==> config.mk <==
export PLATFORM = sky130hd
export DESIGN_NAME = key_matrix_debouncer_unit
export DESIGN_NICKNAME = d
export VERILOG_FILES = /design/src/kmd_pkg.sv /design/src/kmd_lane.sv /design/src/kmd_store.sv /design/src/key_matrix_debouncer_unit.sv
export SDC_FILE = /design/constraint.sdc
export NUM_CORES = 1
export LEC_CHECK = 0
export ABC_CLOCK_PERIOD_IN_PS = 6700
export BUFFER_PORTS_ARGS = -buffer_cell sky130_fd_sc_hd__buf_2
export CAP_MARGIN = 20
export CELL_PAD_IN_SITES_DETAIL_PLACEMENT = 0
export CELL_PAD_IN_SITES_GLOBAL_PLACEMENT = 1
export CORE_MARGIN = 2
export CORE_UTILIZATION = 40
export CTS_CLUSTER_SIZE = 12
export DETAILED_ROUTE_END_ITERATION = 7
export PLACE_DENSITY = 0.65
export SLEW_MARGIN = 20
export SYNTH_ARGS = -nofsm -noshare
export SYNTH_HDL_FRONTEND = slang
export SYNTH_SLANG_ARGS = --single-unit
==> constraint.sdc <==
create_clock -name i_clk -period 6.7 [get_ports i_clk]
set_input_delay 0.335 -clock i_clk [delete_from_list [all_inputs] [get_ports i_clk]]
set_output_delay 0.335 -clock i_clk [all_outputs]
set_load 0.1 [all_outputs]
==> src/kmd_pkg.sv <==
package kmd_pkg;

    localparam int MAX_ROWS = 8;
    localparam int MAX_COLS = 16;

    // lanes never exceed the eight row bits of an item
    localparam int ROW_LANES = (MAX_ROWS < 8) ? MAX_ROWS : 8;
    // columns never exceed the sixteen codes of the column field
    localparam int COL_DEPTH = (MAX_COLS < 16) ? MAX_COLS : 16;
    localparam int COL_AW    = (COL_DEPTH > 1) ? $clog2(COL_DEPTH) : 1;
    localparam int ENTRY_W   = 8;
    localparam int WORD_W    = ROW_LANES * ENTRY_W;
    localparam int APB_AW    = 4;
    localparam int APB_DW    = 32;

    localparam logic [ENTRY_W-1:0] ENTRY_IDLE      = 8'h00;
    localparam logic [ENTRY_W-1:0] ENTRY_DEBOUNCED = 8'h80;

    localparam logic [6:0] RST_DEBOUNCE_MS = 7'd10;
    localparam logic [3:0] RST_ROWS_IN_USE = 4'd8;
    localparam logic [4:0] RST_COLS_IN_USE = 5'd16;

    typedef enum logic [1:0] {
        REG_DEBOUNCE_ENABLE,
        REG_DEBOUNCE_MS,
        REG_ROWS_IN_USE,
        REG_COLS_IN_USE
    } t_reg_idx;

    typedef struct packed {
        logic [3:0] column_index;
        logic [7:0] row_levels;
        logic [6:0] now_ms;
    } t_in_item;

    typedef struct packed {
        logic [3:0] column_echo;
        logic [7:0] pressed_rows;
    } t_out_item;

    typedef struct packed {
        logic       col_live;
        logic       debounce_enable;
        logic [6:0] debounce_ms;
        logic [6:0] now_ms;
    } t_lane_ctl;

    typedef struct packed {
        logic              en;
        logic [COL_AW-1:0] addr;
        logic [WORD_W-1:0] data;
    } t_store_wr;

endpackage

==> src/kmd_lane.sv <==
module kmd_lane (
    input  kmd_pkg::t_lane_ctl            i_ctl,
    input  logic                          i_row_live,
    input  logic                          i_pressed,
    input  logic [kmd_pkg::ENTRY_W-1:0]   i_entry,
    output logic [kmd_pkg::ENTRY_W-1:0]   o_entry,
    output logic                          o_report
);

    logic [6:0] elapsed;

    // time held, modulo 128
    assign elapsed = i_ctl.now_ms - i_entry[6:0];

    always_comb begin
        o_entry  = i_entry;
        o_report = 1'b0;
        if (!(i_ctl.col_live && i_row_live)) begin
            o_report = 1'b0;
        end else if (!i_ctl.debounce_enable) begin
            o_report = i_pressed;
        end else if (!i_pressed) begin
            o_entry = kmd_pkg::ENTRY_IDLE;
        end else if (i_entry[kmd_pkg::ENTRY_W-1]) begin
            o_report = 1'b1;
        end else if (i_entry == kmd_pkg::ENTRY_IDLE) begin
            o_entry = {1'b0, i_ctl.now_ms};
        end else if (elapsed > i_ctl.debounce_ms) begin
            o_entry  = kmd_pkg::ENTRY_DEBOUNCED;
            o_report = 1'b1;
        end
    end

endmodule

==> src/kmd_store.sv <==
module kmd_store (
    input  logic                          i_clk,
    input  logic                          i_rst_n,
    input  logic                          i_rd_en,
    input  logic [kmd_pkg::COL_AW-1:0]    i_rd_addr,
    input  kmd_pkg::t_store_wr            i_wr,
    output logic [kmd_pkg::WORD_W-1:0]    o_rd_word
);

    logic [kmd_pkg::WORD_W-1:0]    r_mem [kmd_pkg::COL_DEPTH];
    logic [kmd_pkg::COL_DEPTH-1:0] r_valid;
    logic [kmd_pkg::WORD_W-1:0]    r_rd_data;
    logic [kmd_pkg::COL_AW-1:0]    r_rd_addr;
    logic                          r_rd_valid;
    logic                          r_fwd_en;
    logic [kmd_pkg::COL_AW-1:0]    r_fwd_addr;
    logic [kmd_pkg::WORD_W-1:0]    r_fwd_data;

    always_ff @(posedge i_clk) begin
        if (i_wr.en) begin
            r_mem[i_wr.addr] <= i_wr.data;
        end
        if (i_rd_en) begin
            r_rd_data <= r_mem[i_rd_addr];
            r_rd_addr <= i_rd_addr;
        end
        if (i_wr.en) begin
            r_fwd_addr <= i_wr.addr;
            r_fwd_data <= i_wr.data;
        end
    end

    // per-column valid bits stand in for clearing the store
    always_ff @(posedge i_clk) begin
        if (!i_rst_n) begin
            r_valid    <= '0;
            r_rd_valid <= 1'b0;
            r_fwd_en   <= 1'b0;
        end else begin
            if (i_rd_en) begin
                r_rd_valid <= r_valid[i_rd_addr];
            end
            if (i_wr.en) begin
                r_valid[i_wr.addr] <= 1'b1;
                r_fwd_en           <= 1'b1;
            end
        end
    end

    // the last write always holds the newest word of its column
    always_comb begin
        if (r_fwd_en && (r_fwd_addr == r_rd_addr)) begin
            o_rd_word = r_fwd_data;
        end else if (r_rd_valid) begin
            o_rd_word = r_rd_data;
        end else begin
            o_rd_word = '0;
        end
    end

endmodule

==> src/key_matrix_debouncer_unit.sv <==
// an accepted item passes the lane stage register and then the output register to o_out_item
// throughput: one item per cycle unless the output stalls, set by the read-modify-write of one
//   column word (read on acceptance, eight row lanes, write-back when the item leaves the lanes)
// reset: i_rst_n synchronous, active low; clears the pipeline, restores the registers
//   and marks every column of the key store idle at once, with no clearing pass
module key_matrix_debouncer_unit (
    input  logic                          i_clk,
    input  logic                          i_rst_n,
    // scan input
    input  logic                          i_in_valid,
    output logic                          o_in_ready,
    input  kmd_pkg::t_in_item             i_in_item,
    // result output
    output logic                          o_out_valid,
    input  logic                          i_out_ready,
    output kmd_pkg::t_out_item            o_out_item,
    // register port
    input  logic                          psel,
    input  logic                          penable,
    input  logic                          pwrite,
    input  logic [kmd_pkg::APB_AW-1:0]    paddr,
    input  logic [kmd_pkg::APB_DW-1:0]    pwdata,
    output logic [kmd_pkg::APB_DW-1:0]    prdata,
    output logic                          pready
);

    // configuration registers
    logic       r_debounce_enable;
    logic [6:0] r_debounce_ms;
    logic [3:0] r_rows_in_use;
    logic [4:0] r_cols_in_use;

    // lane stage: the item whose column word is being read back
    logic                r_s1_valid;
    kmd_pkg::t_in_item   r_s1_item;

    // output register
    logic                r_out_valid;
    kmd_pkg::t_out_item  r_out_item;

    logic                          s1_adv;
    logic                          in_acc;
    logic                          apb_wr;
    logic                          col_live;
    logic [kmd_pkg::WORD_W-1:0]    rd_word;
    logic [kmd_pkg::WORD_W-1:0]    new_word;
    logic [kmd_pkg::ROW_LANES-1:0] report;
    logic [7:0]                    n_pressed;
    kmd_pkg::t_lane_ctl            lane_ctl;
    kmd_pkg::t_store_wr            store_wr;

    // ---------------------------------------------------------------
    // register port: writes complete in the access phase, no wait states
    // ---------------------------------------------------------------
    assign pready = 1'b1;
    assign apb_wr = psel && penable && pwrite;

    always_ff @(posedge i_clk) begin
        if (!i_rst_n) begin
            r_debounce_enable <= 1'b0;
            r_debounce_ms     <= kmd_pkg::RST_DEBOUNCE_MS;
            r_rows_in_use     <= kmd_pkg::RST_ROWS_IN_USE;
            r_cols_in_use     <= kmd_pkg::RST_COLS_IN_USE;
        end else if (apb_wr) begin
            case (kmd_pkg::t_reg_idx'(paddr[3:2]))
                kmd_pkg::REG_DEBOUNCE_ENABLE: r_debounce_enable <= pwdata[0];
                kmd_pkg::REG_DEBOUNCE_MS:     r_debounce_ms     <= pwdata[6:0];
                kmd_pkg::REG_ROWS_IN_USE:     r_rows_in_use     <= pwdata[3:0];
                kmd_pkg::REG_COLS_IN_USE:     r_cols_in_use     <= pwdata[4:0];
                default: ;
            endcase
        end
    end

    always_comb begin
        case (kmd_pkg::t_reg_idx'(paddr[3:2]))
            kmd_pkg::REG_DEBOUNCE_ENABLE: prdata = {31'd0, r_debounce_enable};
            kmd_pkg::REG_DEBOUNCE_MS:     prdata = {25'd0, r_debounce_ms};
            kmd_pkg::REG_ROWS_IN_USE:     prdata = {28'd0, r_rows_in_use};
            kmd_pkg::REG_COLS_IN_USE:     prdata = {27'd0, r_cols_in_use};
            default:                      prdata = '0;
        endcase
    end

    // ---------------------------------------------------------------
    // handshake: the lane stage moves on whenever the output register
    // is empty or being drained, so a new item enters every cycle
    // ---------------------------------------------------------------
    assign s1_adv     = r_s1_valid && (!r_out_valid || i_out_ready);
    assign o_in_ready = !r_s1_valid || s1_adv;
    assign in_acc     = i_in_valid && o_in_ready;

    always_ff @(posedge i_clk) begin
        if (!i_rst_n) begin
            r_s1_valid  <= 1'b0;
            r_out_valid <= 1'b0;
        end else begin
            if (in_acc) begin
                r_s1_valid <= 1'b1;
            end else if (s1_adv) begin
                r_s1_valid <= 1'b0;
            end
            if (s1_adv) begin
                r_out_valid <= 1'b1;
            end else if (i_out_ready) begin
                r_out_valid <= 1'b0;
            end
        end
    end

    always_ff @(posedge i_clk) begin
        if (in_acc) begin
            r_s1_item <= i_in_item;
        end
        if (s1_adv) begin
            r_out_item.column_echo  <= r_s1_item.column_index;
            r_out_item.pressed_rows <= n_pressed;
        end
    end

    assign o_out_valid = r_out_valid;
    assign o_out_item  = r_out_item;

    // ---------------------------------------------------------------
    // key store: one word per column, eight stamp bytes per word;
    // read on acceptance, written back when the item leaves the lanes
    // ---------------------------------------------------------------
    kmd_store u_store (
        .i_clk     (i_clk),
        .i_rst_n   (i_rst_n),
        .i_rd_en   (in_acc),
        .i_rd_addr (i_in_item.column_index[kmd_pkg::COL_AW-1:0]),
        .i_wr      (store_wr),
        .o_rd_word (rd_word)
    );

    // column beyond the wired count or beyond the store gives all-zero
    assign col_live = ({1'b0, r_s1_item.column_index} < r_cols_in_use) &&
                      (6'(r_s1_item.column_index) < 6'(kmd_pkg::MAX_COLS));

    assign lane_ctl.col_live        = col_live;
    assign lane_ctl.debounce_enable = r_debounce_enable;
    assign lane_ctl.debounce_ms     = r_debounce_ms;
    assign lane_ctl.now_ms          = r_s1_item.now_ms;

    // ---------------------------------------------------------------
    // row lanes: one debounce cell per row, all working on the same column
    // ---------------------------------------------------------------
    for (genvar g = 0; g < kmd_pkg::ROW_LANES; g++) begin : g_lane
        kmd_lane u_lane (
            .i_ctl      (lane_ctl),
            // rows_in_use above eight simply enables every lane
            .i_row_live (4'(g) < r_rows_in_use),
            .i_pressed  (!r_s1_item.row_levels[g]),
            .i_entry    (rd_word[g*kmd_pkg::ENTRY_W +: kmd_pkg::ENTRY_W]),
            .o_entry    (new_word[g*kmd_pkg::ENTRY_W +: kmd_pkg::ENTRY_W]),
            .o_report   (report[g])
        );
    end

    // merge: gather the lane reports into one row mask
    always_comb begin
        n_pressed = '0;
        for (int r = 0; r < kmd_pkg::ROW_LANES; r++) begin
            n_pressed[r] = report[r];
        end
    end

    // state only changes with debounce on and a live column
    assign store_wr.en   = s1_adv && r_debounce_enable && col_live;
    assign store_wr.addr = r_s1_item.column_index[kmd_pkg::COL_AW-1:0];
    assign store_wr.data = new_word;

endmodule

### Yosys cells after proc, flatten, opt, wreduce, memory -nomap -nowiden

Memory sizes are Yosys's and may differ from the RTL's. A register that Yosys moved wholly into a read port is not among the register bits.
Cells that the tools add are included.

| storage, ports and cells | value |
|---|---|
| logic and storage cells | 201 |
| output and inout port bits | 47 |
| flip-flop bits (word level) | 136 |
| memory bits (writable) | 1024 |
| input bits | 62 |
| memories kept | 1 |

| cells by class | value |
|---|---|
| magnitude comparators | 20 |
| multiplexer cells | 101 |
| $add $sub $neg | 8 |
| reductions and logical operators | 43 |
| bitwise logic cells | 1 |
| equal/unequal tests | 4 |

Memory list:

| memory | words | width | rd ports | clocked after Yosys merged registers in | wr ports | line | text |
|---|---|---|---|---|---|---|---|
| u_store.r_mem | 16 | 64 | 1 | 1 | 1 | kmd_store.sv:10 | `logic [kmd_pkg::WORD_W-1:0] r_mem [kmd_pkg::COL_DEPTH];` |

Operators by type and width:

| operator | number |
|---|---|
| 8-bit two-way mux | 48 |
| 64-bit two-way mux | 2 |
| 32-bit one-hot mux with 4 select lines | 1 |
| 8-bit zero test | 8 |
| 7-bit greater-than comparator | 8 |
| 7-bit subtractor | 8 |
| 1-bit two-way mux | 48 |
| 1-bit logical AND | 16 |
| 3-bit by 4-bit < comparator with 1-bit output (first input constant) | 4 |
| 16-bit bitwise OR | 1 |
| 1-bit zero test | 10 |
| 4-bit by 5-bit < comparator with 1-bit output (second input constant) | 2 |
| 1-bit by 4-bit < comparator with 1-bit output (first input constant) | 2 |
| 2-bit by 4-bit < comparator with 1-bit output (first input constant) | 2 |
| 2-bit AND reduction | 4 |
| 4-bit by 5-bit < comparator with 1-bit output | 1 |
| 1-bit binary-select mux with 4-bit select | 1 |
| 1-bit demux with 4-bit select | 1 |
| 2-bit == test (second input constant) | 2 |
| 4-bit == test | 1 |
| 4-bit by 1-bit greater-or-equal comparator with 1-bit output (second input constant) | 1 |
| 2-bit nonzero test | 2 |
| 2-bit by 1-bit == test with 1-bit output (second input constant) | 1 |
| 2-bit zero test | 1 |
| 1-bit logical OR | 2 |

### Logic depth before layout (Yosys ltp)

Gate-level depths: netlist of run 1.

| logic depth | value |
|---|---|
| depth after elaboration | 11 |
| gate-level depth with buffers | 25 |
| depth with buffers taken out | 21 |

### Modules after synthesis

A second synthesis of run 1 with hierarchy kept.

| second synthesis, totals | value |
|---|---|
| cells, all modules | 2706 |
| area total of the unflattened synthesis | 51827.2 um^2 |

By module, submodules not included:

| module | area each (um^2) | cells each | seq. area each (um^2) | instances |
|---|---|---|---|---|
| kmd_store | 44527.7 | 1842 | 35193.8 | 1 |
| kmd_lane | 633.1 | 85 | 0.0 | 8 |
| key_matrix_debouncer_unit | 2234.6 | 184 | 1311.3 | 1 |

### Worst setup path after synthesis of run 1

Ideal clock, no wire load.

| timing | value |
|---|---|
| path type | reg2reg |
| from | register, netlist name u_store.r_rd_addr[0] |
| to | memory u_store.r_mem[4][0] in the netlist's numbering, enable pin |
| path buffers | 1 |
| required time | 6.119 ns |
| slack | -0.320 ns |
| setup time | 0.581 ns |
| cell stages (with the launch flop) | 9 |
| clock period less this slack | 7.020 ns |
| arrival | 6.439 ns |
| cells stage by stage | edfxtp_1 > buf_6 > nand2b_1 > a21o_1 > a21o_1 > a21oi_1 > o21ai_1 > nor4_1 > nor3b_1 |

RTL lines:

| what | line |
|---|---|
| end: declaration | kmd_store.sv:10 |

### Worst setup path in the final report of run 1

| timing | value |
|---|---|
| from | register u_store.r_rd_addr[1] in the netlist's numbering |
| to | memory u_store.r_mem[4][25] in the netlist's numbering (data pin) |

| on the way | value |
|---|---|
| cells in the longest elaborated chain, start to end | 11 |
| elaborated cells on any way between the ends | 14 |
| those cells by class | add/sub: 1; order compare: 2; eq/ne: 1; mux: 7; reduce/logical: 3 |

RTL lines:

| what | line | text |
|---|---|---|
| start: declaration | kmd_store.sv:13 | `logic [kmd_pkg::COL_AW-1:0] r_rd_addr;` |
| start signal: assignment | kmd_store.sv:25 | `r_rd_addr <= i_rd_addr;` |
| 4-bit == test | kmd_store.sv:52 | `if (r_fwd_en && (r_fwd_addr == r_rd_addr)) begin` |
| 1-bit logical AND | kmd_store.sv:52 |  |
| 64-bit two-way mux | kmd_store.sv:52 |  |
| 7-bit subtractor | kmd_lane.sv:13 | `assign elapsed = i_ctl.now_ms - i_entry[6:0];` |
| 7-bit greater-than comparator | kmd_lane.sv:28 | `end else if (elapsed > i_ctl.debounce_ms) begin` |
| 8-bit two-way mux | kmd_lane.sv:28 |  |
| 8-bit two-way mux | kmd_lane.sv:26 | `end else if (i_entry == kmd_pkg::ENTRY_IDLE) begin` |
| 8-bit two-way mux | kmd_lane.sv:24 | `end else if (i_entry[kmd_pkg::ENTRY_W-1]) begin` |
| 8-bit two-way mux | kmd_lane.sv:22 | `end else if (!i_pressed) begin` |
| 8-bit two-way mux | kmd_lane.sv:20 | `end else if (!i_ctl.debounce_enable) begin` |
| 8-bit two-way mux * | kmd_lane.sv:18 | `if (!(i_ctl.col_live && i_row_live)) begin` |
| via g_lane[3].u_lane.o_entry (one bit) | kmd_lane.sv:6 | `output logic [kmd_pkg::ENTRY_W-1:0] o_entry,` |

Mark *: on every way through the listed nets, which the timed path passes. The rest lies on a longest branch.

==> flow_metrics.tcl, run 1 <==
set metrics [dict create \
    grt_max_degree 147 \
    arrival_ns 6.54 \
    final_common_cell "edfxtp_1" \
    drive_gt1_share_pct 25.5 \
    path_clk_slew_ns 0.06 \
    ys_types 88 \
    overflow 0 \
    critical_path.max_fanout 27 \
    synthFlopType "edfxtp_1" \
    period_minus_slack_ns 6.17 \
    worst_pin_slew_ns 1.39 \
    yosys_warnings 0 \
    synth_area_leaders "edfxtp_1 (69%), mux4_2 (14%), ha_1 (2.0%), dfxtp_1 (1.4%), xnor2_1 (1.1%)" \
    cap_violations 0 \
    initialDrtViolationCount 2608 \
    post-route-period-util_pct 92.0 \
    vias_per_cell 5.87 \
    cts_htree_levels 4 \
    cp-start-kind "register" \
    finalWirelength_um 133000 \
    synth_top_cell_area_share_pct 69.5 \
    layout.nets 2999 \
    min_from "penable" \
    grt_pass1_wl_um 193000 \
    reg2reg_to "u_store.r_mem[4][25]" \
    holdPathStages 5 \
    max_stage_delay_ns 0.62 \
    path_buf_inv 3 \
    setup_viol 0 \
    cp_data_required_time_ns 7.07 \
    ys_ff_latch 1224 \
    powerDensity_mw_per_mm2 272 \
    grt_usage_pct 20.4 \
    worst_path_max_delay_cell "nor3_2" \
    maxSlewHeadroom_pct 7.31 \
    layout_common_cells "edfxtp_1 (1187), mux4_2 (326), clkbuf_16 (134), nand2_1 (116), ha_1 (83)" \
    start_util_pct 40.3 \
    p_sw_share_pct 21.3 \
    fin_worst_skew_ns 0.0297 \
    drt_pass1_iterations 7 \
    crit_start "u_store.r_rd_addr[1]" \
    rrSetupSlack_ns 0.53 \
    pwr-share-comb_pct 4.6 \
    min_to "r_debounce_enable" \
    dp_cells 4354 \
    hold_violations 0 \
    synth-edff-count 1187 \
    clkPwrFrac_pct 42.5 \
    ioPinCount 109 \
    ant_nets 0 \
    core_mm2 0.127 \
    place_congestion 0.822 \
    maxSlewViolCount 0 \
    vias 27000 \
    post-cts-setup-buffers 0 \
    status "finished, final reports clean" \
    cts_tree "done" \
    dp_hpwl_um 73100 \
    async_flop_share_pct 0 \
    diodes 0 \
    utilization_pct 45.8 \
    reg2reg_from "u_store.r_rd_addr[1]" \
    clock-sinks 1224 \
    dieArea_mm2 0.131 \
    die_w_um 362 \
    routedWlPerCell_um 28.9 \
    worstPathCellList "buf_4 -> nand2b_1 -> and3_2 -> buf_12 -> buf_12 -> a31oi_1 -> a21o_1 -> ha_1 -> nor2_1 -> a31oi_1 -> a31oi_1 -> maj3_1 -> maj3_1 -> xor2_1 -> ha_1 -> nand3_1 -> o21bai_1 -> a21oi_1 -> a31oi_1 -> nor3_2 -> nor2_1" \
    critPathCaptureType "register" \
    critPathTopFamily "simple AND/OR/NAND/NOR gates" \
    hp-class "in2reg" \
    p_leak_nw 20.4 \
    final_cells 4606 \
    p_switching_w 0.00337 \
    grt_pass1_vias 27800 \
    postSynthCellCount 2695 \
    die_y_um 362 \
    netlist_area_mm2 0.0513 \
    pwr-share-seq_pct 52.9 \
    peakVddDrop_mv 0.208 \
    reg2regPathDepth 21 \
    worstSetupPathType "reg2reg" \
    numCtsBuffers 131 \
    yosysTopAreaCell "edfxtp_1" \
    total_power_w 0.0158 \
    cts_root_buffer "clkbuf_16" \
    ys_seq_area_share_pct 70.9 \
    clock.fmax_mhz 162 \
    antenna_found_initial 2 \
    syn_area_per_cell_um2 19.0 \
    path_common_cell "a31oi_1" \
    worstSkewPairLatency_ns 0.74 \
    rsz0062_at_grt "false" \
    portBuffers 55 \
    area_delta_synth_final_pct 13.7 \
    cts_buffer_depth 3 \
    intPower_w 0.0125 \
    drcViolationCount 0 \
    row_count 131 \
]
==> state kept, by name (all words and copies together) (netlist names) <==
register / count
r_s1_item: 8
lane_ctl: 7
u_store.r_fwd_data: 64
r_s1_valid: 1
u_store.r_valid: 16
u_store.r_rd_addr: 4
o_out_valid: 1
u_store.r_rd_data: 64
u_store.r_fwd_addr: 4
r_cols_in_use: 5
u_store.r_mem: 1024
o_out_item: 12
u_store.r_fwd_en: 1
u_store.r_rd_valid: 1
r_debounce_ms: 7
r_rows_in_use: 4
r_debounce_enable: 1
==> Yosys cell counts (28+ instances only) <==
cell type / count
clkbuf_1: 86
buf_4: 33
nand4_1: 34
dfxtp_1: 37
ha_1: 83
nand2_1: 116
a21oi_1: 117
xnor2_1: 67
inv_1: 44
o21a_1: 38
mux4_2: 326
a31oi_1: 56
edfxtp_1: 1187
nor2_1: 63
buf_1: 28
==> cells by family (layout without fill, tap and decap cells) <==
| kind of cell | after synthesis | count (layout) | synth area share, % |
|---|---|---|---|
| XOR/XNOR | 82 | 82 | 1.41 |
| other | 2 | 26 | 0.0146 |
| AO/OA/AOI/OAI | 361 | 361 | 4.73 |
| adder cells (fa/ha/maj) | 95 | 95 | 2.27 |
| multiplexers | 356 | 356 | 14.9 |
| flip-flops | 1224 | 1224 | 70.9 |
| buffers and inverters | 219 | 444 | 2.01 |
| AND/OR/NAND/NOR | 356 | 356 | 3.71 |
==> metal layers <==
metal / vias up / wire (um) / global-route usage [%]
li1: 11400 / - / -
met1: 14500 / 57600 / 28.5
met2: 932 / 64500 / 33.0
met3: 209 / 7720 / 3.27
met4: 0 / 3510 / 6.27
met5: - / 0 / 0
==> power by group through the flow <==
stage,Combinational (W),Sequential [W],Clock (W)
floorplan,0.000526,0.00854,0
global placement,0.000712,0.00854,0
detailed placement,0.000726,0.00854,0
CTS,0.000740,0.00838,0.00686
global route,0.000785,0.00838,0.00716
finish,0.000735,0.00838,0.00673
==> tightest hold or removal path, stage by stage <==
cell	delay [ns]
buf_2	0.11
nand3_1	0.08
nor3_1	0.06
mux2i_1	0.12
nor2b_1	0.10
==> cell type report <==
| class | instances | area (um2) |
|---|---|---|
| inverters | 45 | 169 |
| clock inverters | 48 | 410 |
| flip-flops and latches | 1224 | 36400 |
| clock buffers | 175 | 3530 |
| multi-input cells | 1276 | 14300 |
| repair buffers | 176 | 1450 |
| well taps | 1662 | 2080 |
| fillers | 10600 | 69000 |
==> metrics by stage <==
step | TNS [ns] | instance area (um2) | setup slack [ns] | hold WS [ns]
6_report | 0 | 58300 | 0.534 | 0.105
5_1_grt | 0 | 58300 | 0.204 | 0.0849
4_1_cts | 0 | 58100 | 0.313 | 0.0591
3_5_place_dp | 0 | 53900 | 0.321 | 0.453
3_3_place_gp | 0 | 53900 | 0.327 | 0.442
2_1_floorplan | -26.84 | 51400 | -0.141 | 0.434
==> worst max-delay path by stage <==
| stage | endpoint | slack (ns) | cells past startpoint |
|---|---|---|---|
| 2_1_floorplan | u_store.r_mem[12][0] | -0.14 | 8 |
| 3_5_place_dp | u_store.r_mem[11][30] | 0.32 | 21 |
| 6_report | u_store.r_mem[4][25] | 0.53 | 21 |
| 3_3_place_gp | u_store.r_mem[14][24] | 0.33 | 21 |
| 5_1_grt | u_store.r_mem[15][12] | 0.20 | 22 |
| 4_1_cts | u_store.r_fwd_data[24] | 0.31 | 21 |
==> timing repair <==
item,4_1_cts,5_1_grt
hold buffers,25,0
endpoints found under the hold margin,34,0
gates resized for setup,0,1
setup endpoints to repair,0,17
(Power assumes the default switching activity.)
==> run 2: changes to the inputs <==
- CORE_UTILIZATION: 40 -> 50
- PLACE_DENSITY: 0.65 -> 0.78
- REMOVE_ABC_BUFFERS: not set -> 1
==> run 2 against run 1 <==
  * Critical path depth decreased by 2
  * Cell count decreased by 6.9%
  * Via count grew 2.3%
  * Sequential cell count unchanged
  * Global-route usage grew 3.7 points
  * Sequential power barely moved
  * First-iteration DRC count increased by 42%
  * Power barely moved
  * Die area down 20%
  * Design area decreased by 0.83%
==> flow_metrics.tcl, run 2 (same netlist as run 1, synthesis figures left out) <==
set metrics [dict create \
    worstSetupEndpoint "u_store.r_mem[15][12]" \
    overflow 0 \
    final_common_cell "edfxtp_1" \
    total_power_w 0.0158 \
    hp-class "in2reg" \
    grt_pass1_wl_um 184000 \
    worstSetupPathType "reg2reg" \
    period_minus_slack_ns 6.20 \
    diodes 0 \
    cts_tree "done" \
    clock-sinks 1224 \
    p_leak_nw 20.3 \
    reg2regPathDepth 19 \
    largest-register "u_store.r_mem" \
    cp_data_required_time_ns 7.16 \
    area_delta_synth_final_pct 12.7 \
    routedWlPerCell_um 29.6 \
    maxSlewViolCount 0 \
    ant_nets 0 \
    post-route-period-util_pct 92.6 \
    rrSetupSlack_ns 0.50 \
    utilization_pct 56.8 \
    maxSlewHeadroom_pct 25.6 \
    row_count 117 \
    cp-start-kind "register" \
    reg2reg_to "u_store.r_mem[15][12]" \
    crit_start "u_store.r_rd_addr[1]" \
    vias_per_cell 6.45 \
    vias 27700 \
    start_util_pct 50.4 \
    worstSkewPairLatency_ns 0.74 \
    status "finished, final reports clean" \
    top_regs "u_store.r_mem (1024), u_store.r_fwd_data (64), u_store.r_rd_data (64)" \
    core_mm2 0.102 \
    arrival_ns 6.66 \
    reg2reg_from "u_store.r_rd_addr[1]" \
    cts_htree_levels 4 \
    drt_pass1_iterations 6 \
    clock.fmax_mhz 161 \
    powerDensity_mw_per_mm2 274 \
    initialDrtViolationCount 3708 \
    finalWirelength_um 127000 \
    critPathCaptureType "register" \
    timing.final.ws_setup_ns 0.499 \
    peakVddDrop_mv 0.214 \
    place_congestion 0.888 \
    die_y_um 324 \
    min_from "paddr[2]" \
    setup_viol 0 \
    cap_violations 0 \
    dieArea_mm2 0.105 \
    dp_hpwl_um 69100 \
    setup_tns_ns 0 \
    drcViolationCount 0 \
    layout_common_cells "edfxtp_1 (1187), mux4_2 (326), clkbuf_16 (132), nand2_1 (116), ha_1 (83)" \
    grt_max_degree 117 \
    ioPinCount 109 \
    stdcell_area_mm2 0.0578 \
    hold_violations 0 \
    layout.nets 2983 \
    grt_pass1_vias 27600 \
    largest_reg_flops 1024 \
    worst_pin_slew_ns 1.12 \
    portBuffers 55 \
    grt_usage_pct 24.1 \
    antenna_found_initial 6 \
    pre_cts_ws_ns 0.568 \
    numCtsBuffers 130 \
    path_clk_slew_ns 0.06 \
    cts_buffer_depth 3 \
    critical_path.max_fanout 14 \
    place_area_mm2 0.0534 \
    rsz0062_at_grt "false" \
    drive_gt1_share_pct 25.2 \
    cts_root_buffer "clkbuf_16" \
    fin_worst_skew_ns 0.0287 \
    die_w_um 324 \
]
[run 2: cell types whose count changed in the layout (fill, tap and decap cells not counted), sizes merged]
cell      previous run  this run
clkinv              37        24
buf                147       135
bufinv               4         5
clkinvlp             3         2
inv                 49        51
[run 2: stage by stage]
| stage | cells | hold slack, ns |
|---|---|---|
| floorplan | 2545 | 0.397 |
| global placement | 4045 | 0.442 |
| detailed placement | 4045 | 0.453 |
| CTS | 4285 | 0.0796 |
| global route | 4289 | 0.169 |
| finish | 4289 | 0.134 |
[run 2: worst min path at each step]
stage                                      to  slack, ns  cells after the start
after floorplan              r_cols_in_use[4]       0.40                      1
after global placement    u_store.r_valid[11]       0.44                      1
after detailed placement   u_store.r_valid[4]       0.45                      1
after CTS                   r_debounce_enable       0.08                      4
after global routing        r_debounce_enable       0.17                      4
final                       r_debounce_enable       0.13                      4
[run 2: cell type report]
cell class	instances	area, um2
flip-flops and latches	1224	36400
clock buffers	178	3560
multi-input cells	1276	14300
repair buffers	161	1310
well taps	1368	1710
clock inverters	37	400
fillers	7422	43900
inverters	45	169
[run 2: report_power, final]
group | internal (W) | leakage, nW | switching [W] | total [W]
registers | 0.00834 | 12.7 | 0.0000404 | 0.00838
clock network | 0.00390 | 1.92 | 0.00282 | 0.00673
logic | 0.000273 | 5.72 | 0.000449 | 0.000722
total | 0.0125 | 20.3 | 0.00331 | 0.0158
[run 2: worst max-delay path, cell delays in order (launching register included)]
cell	delay [ns]
edfxtp_1	0.69
nand2b_1	0.20
nand3_1	0.22
nor3_4	0.77
buf_4	0.36
a21oi_1	0.13
xnor2_1	0.14
ha_1	0.24
a31oi_1	0.32
o22ai_1	0.16
o221ai_1	0.22
nand2_1	0.09
xnor2_1	0.15
ha_1	0.33
nand2_1	0.06
a21oi_1	0.11
a211oi_1	0.10
o41ai_2	0.88
a22oi_1	0.45
buf_4	0.29
[run 2: per-layer routing]
metal / share of wire (%) / routed length, um / global-route usage (%)
met1: 42 / 53000 / 35.5
met2: 46 / 59000 / 36.6
met3: 9.5 / 12100 / 4.97
met4: 2.3 / 2920 / 7.04
met5: 0.019 / 24 / 0
[run 2: what timing repair did]
action / CTS / global route
buffers inserted: 0 / 0
hold buffers: 25 / 0
resized for setup: 0 / 0
hold endpoints to repair: 34 / 0
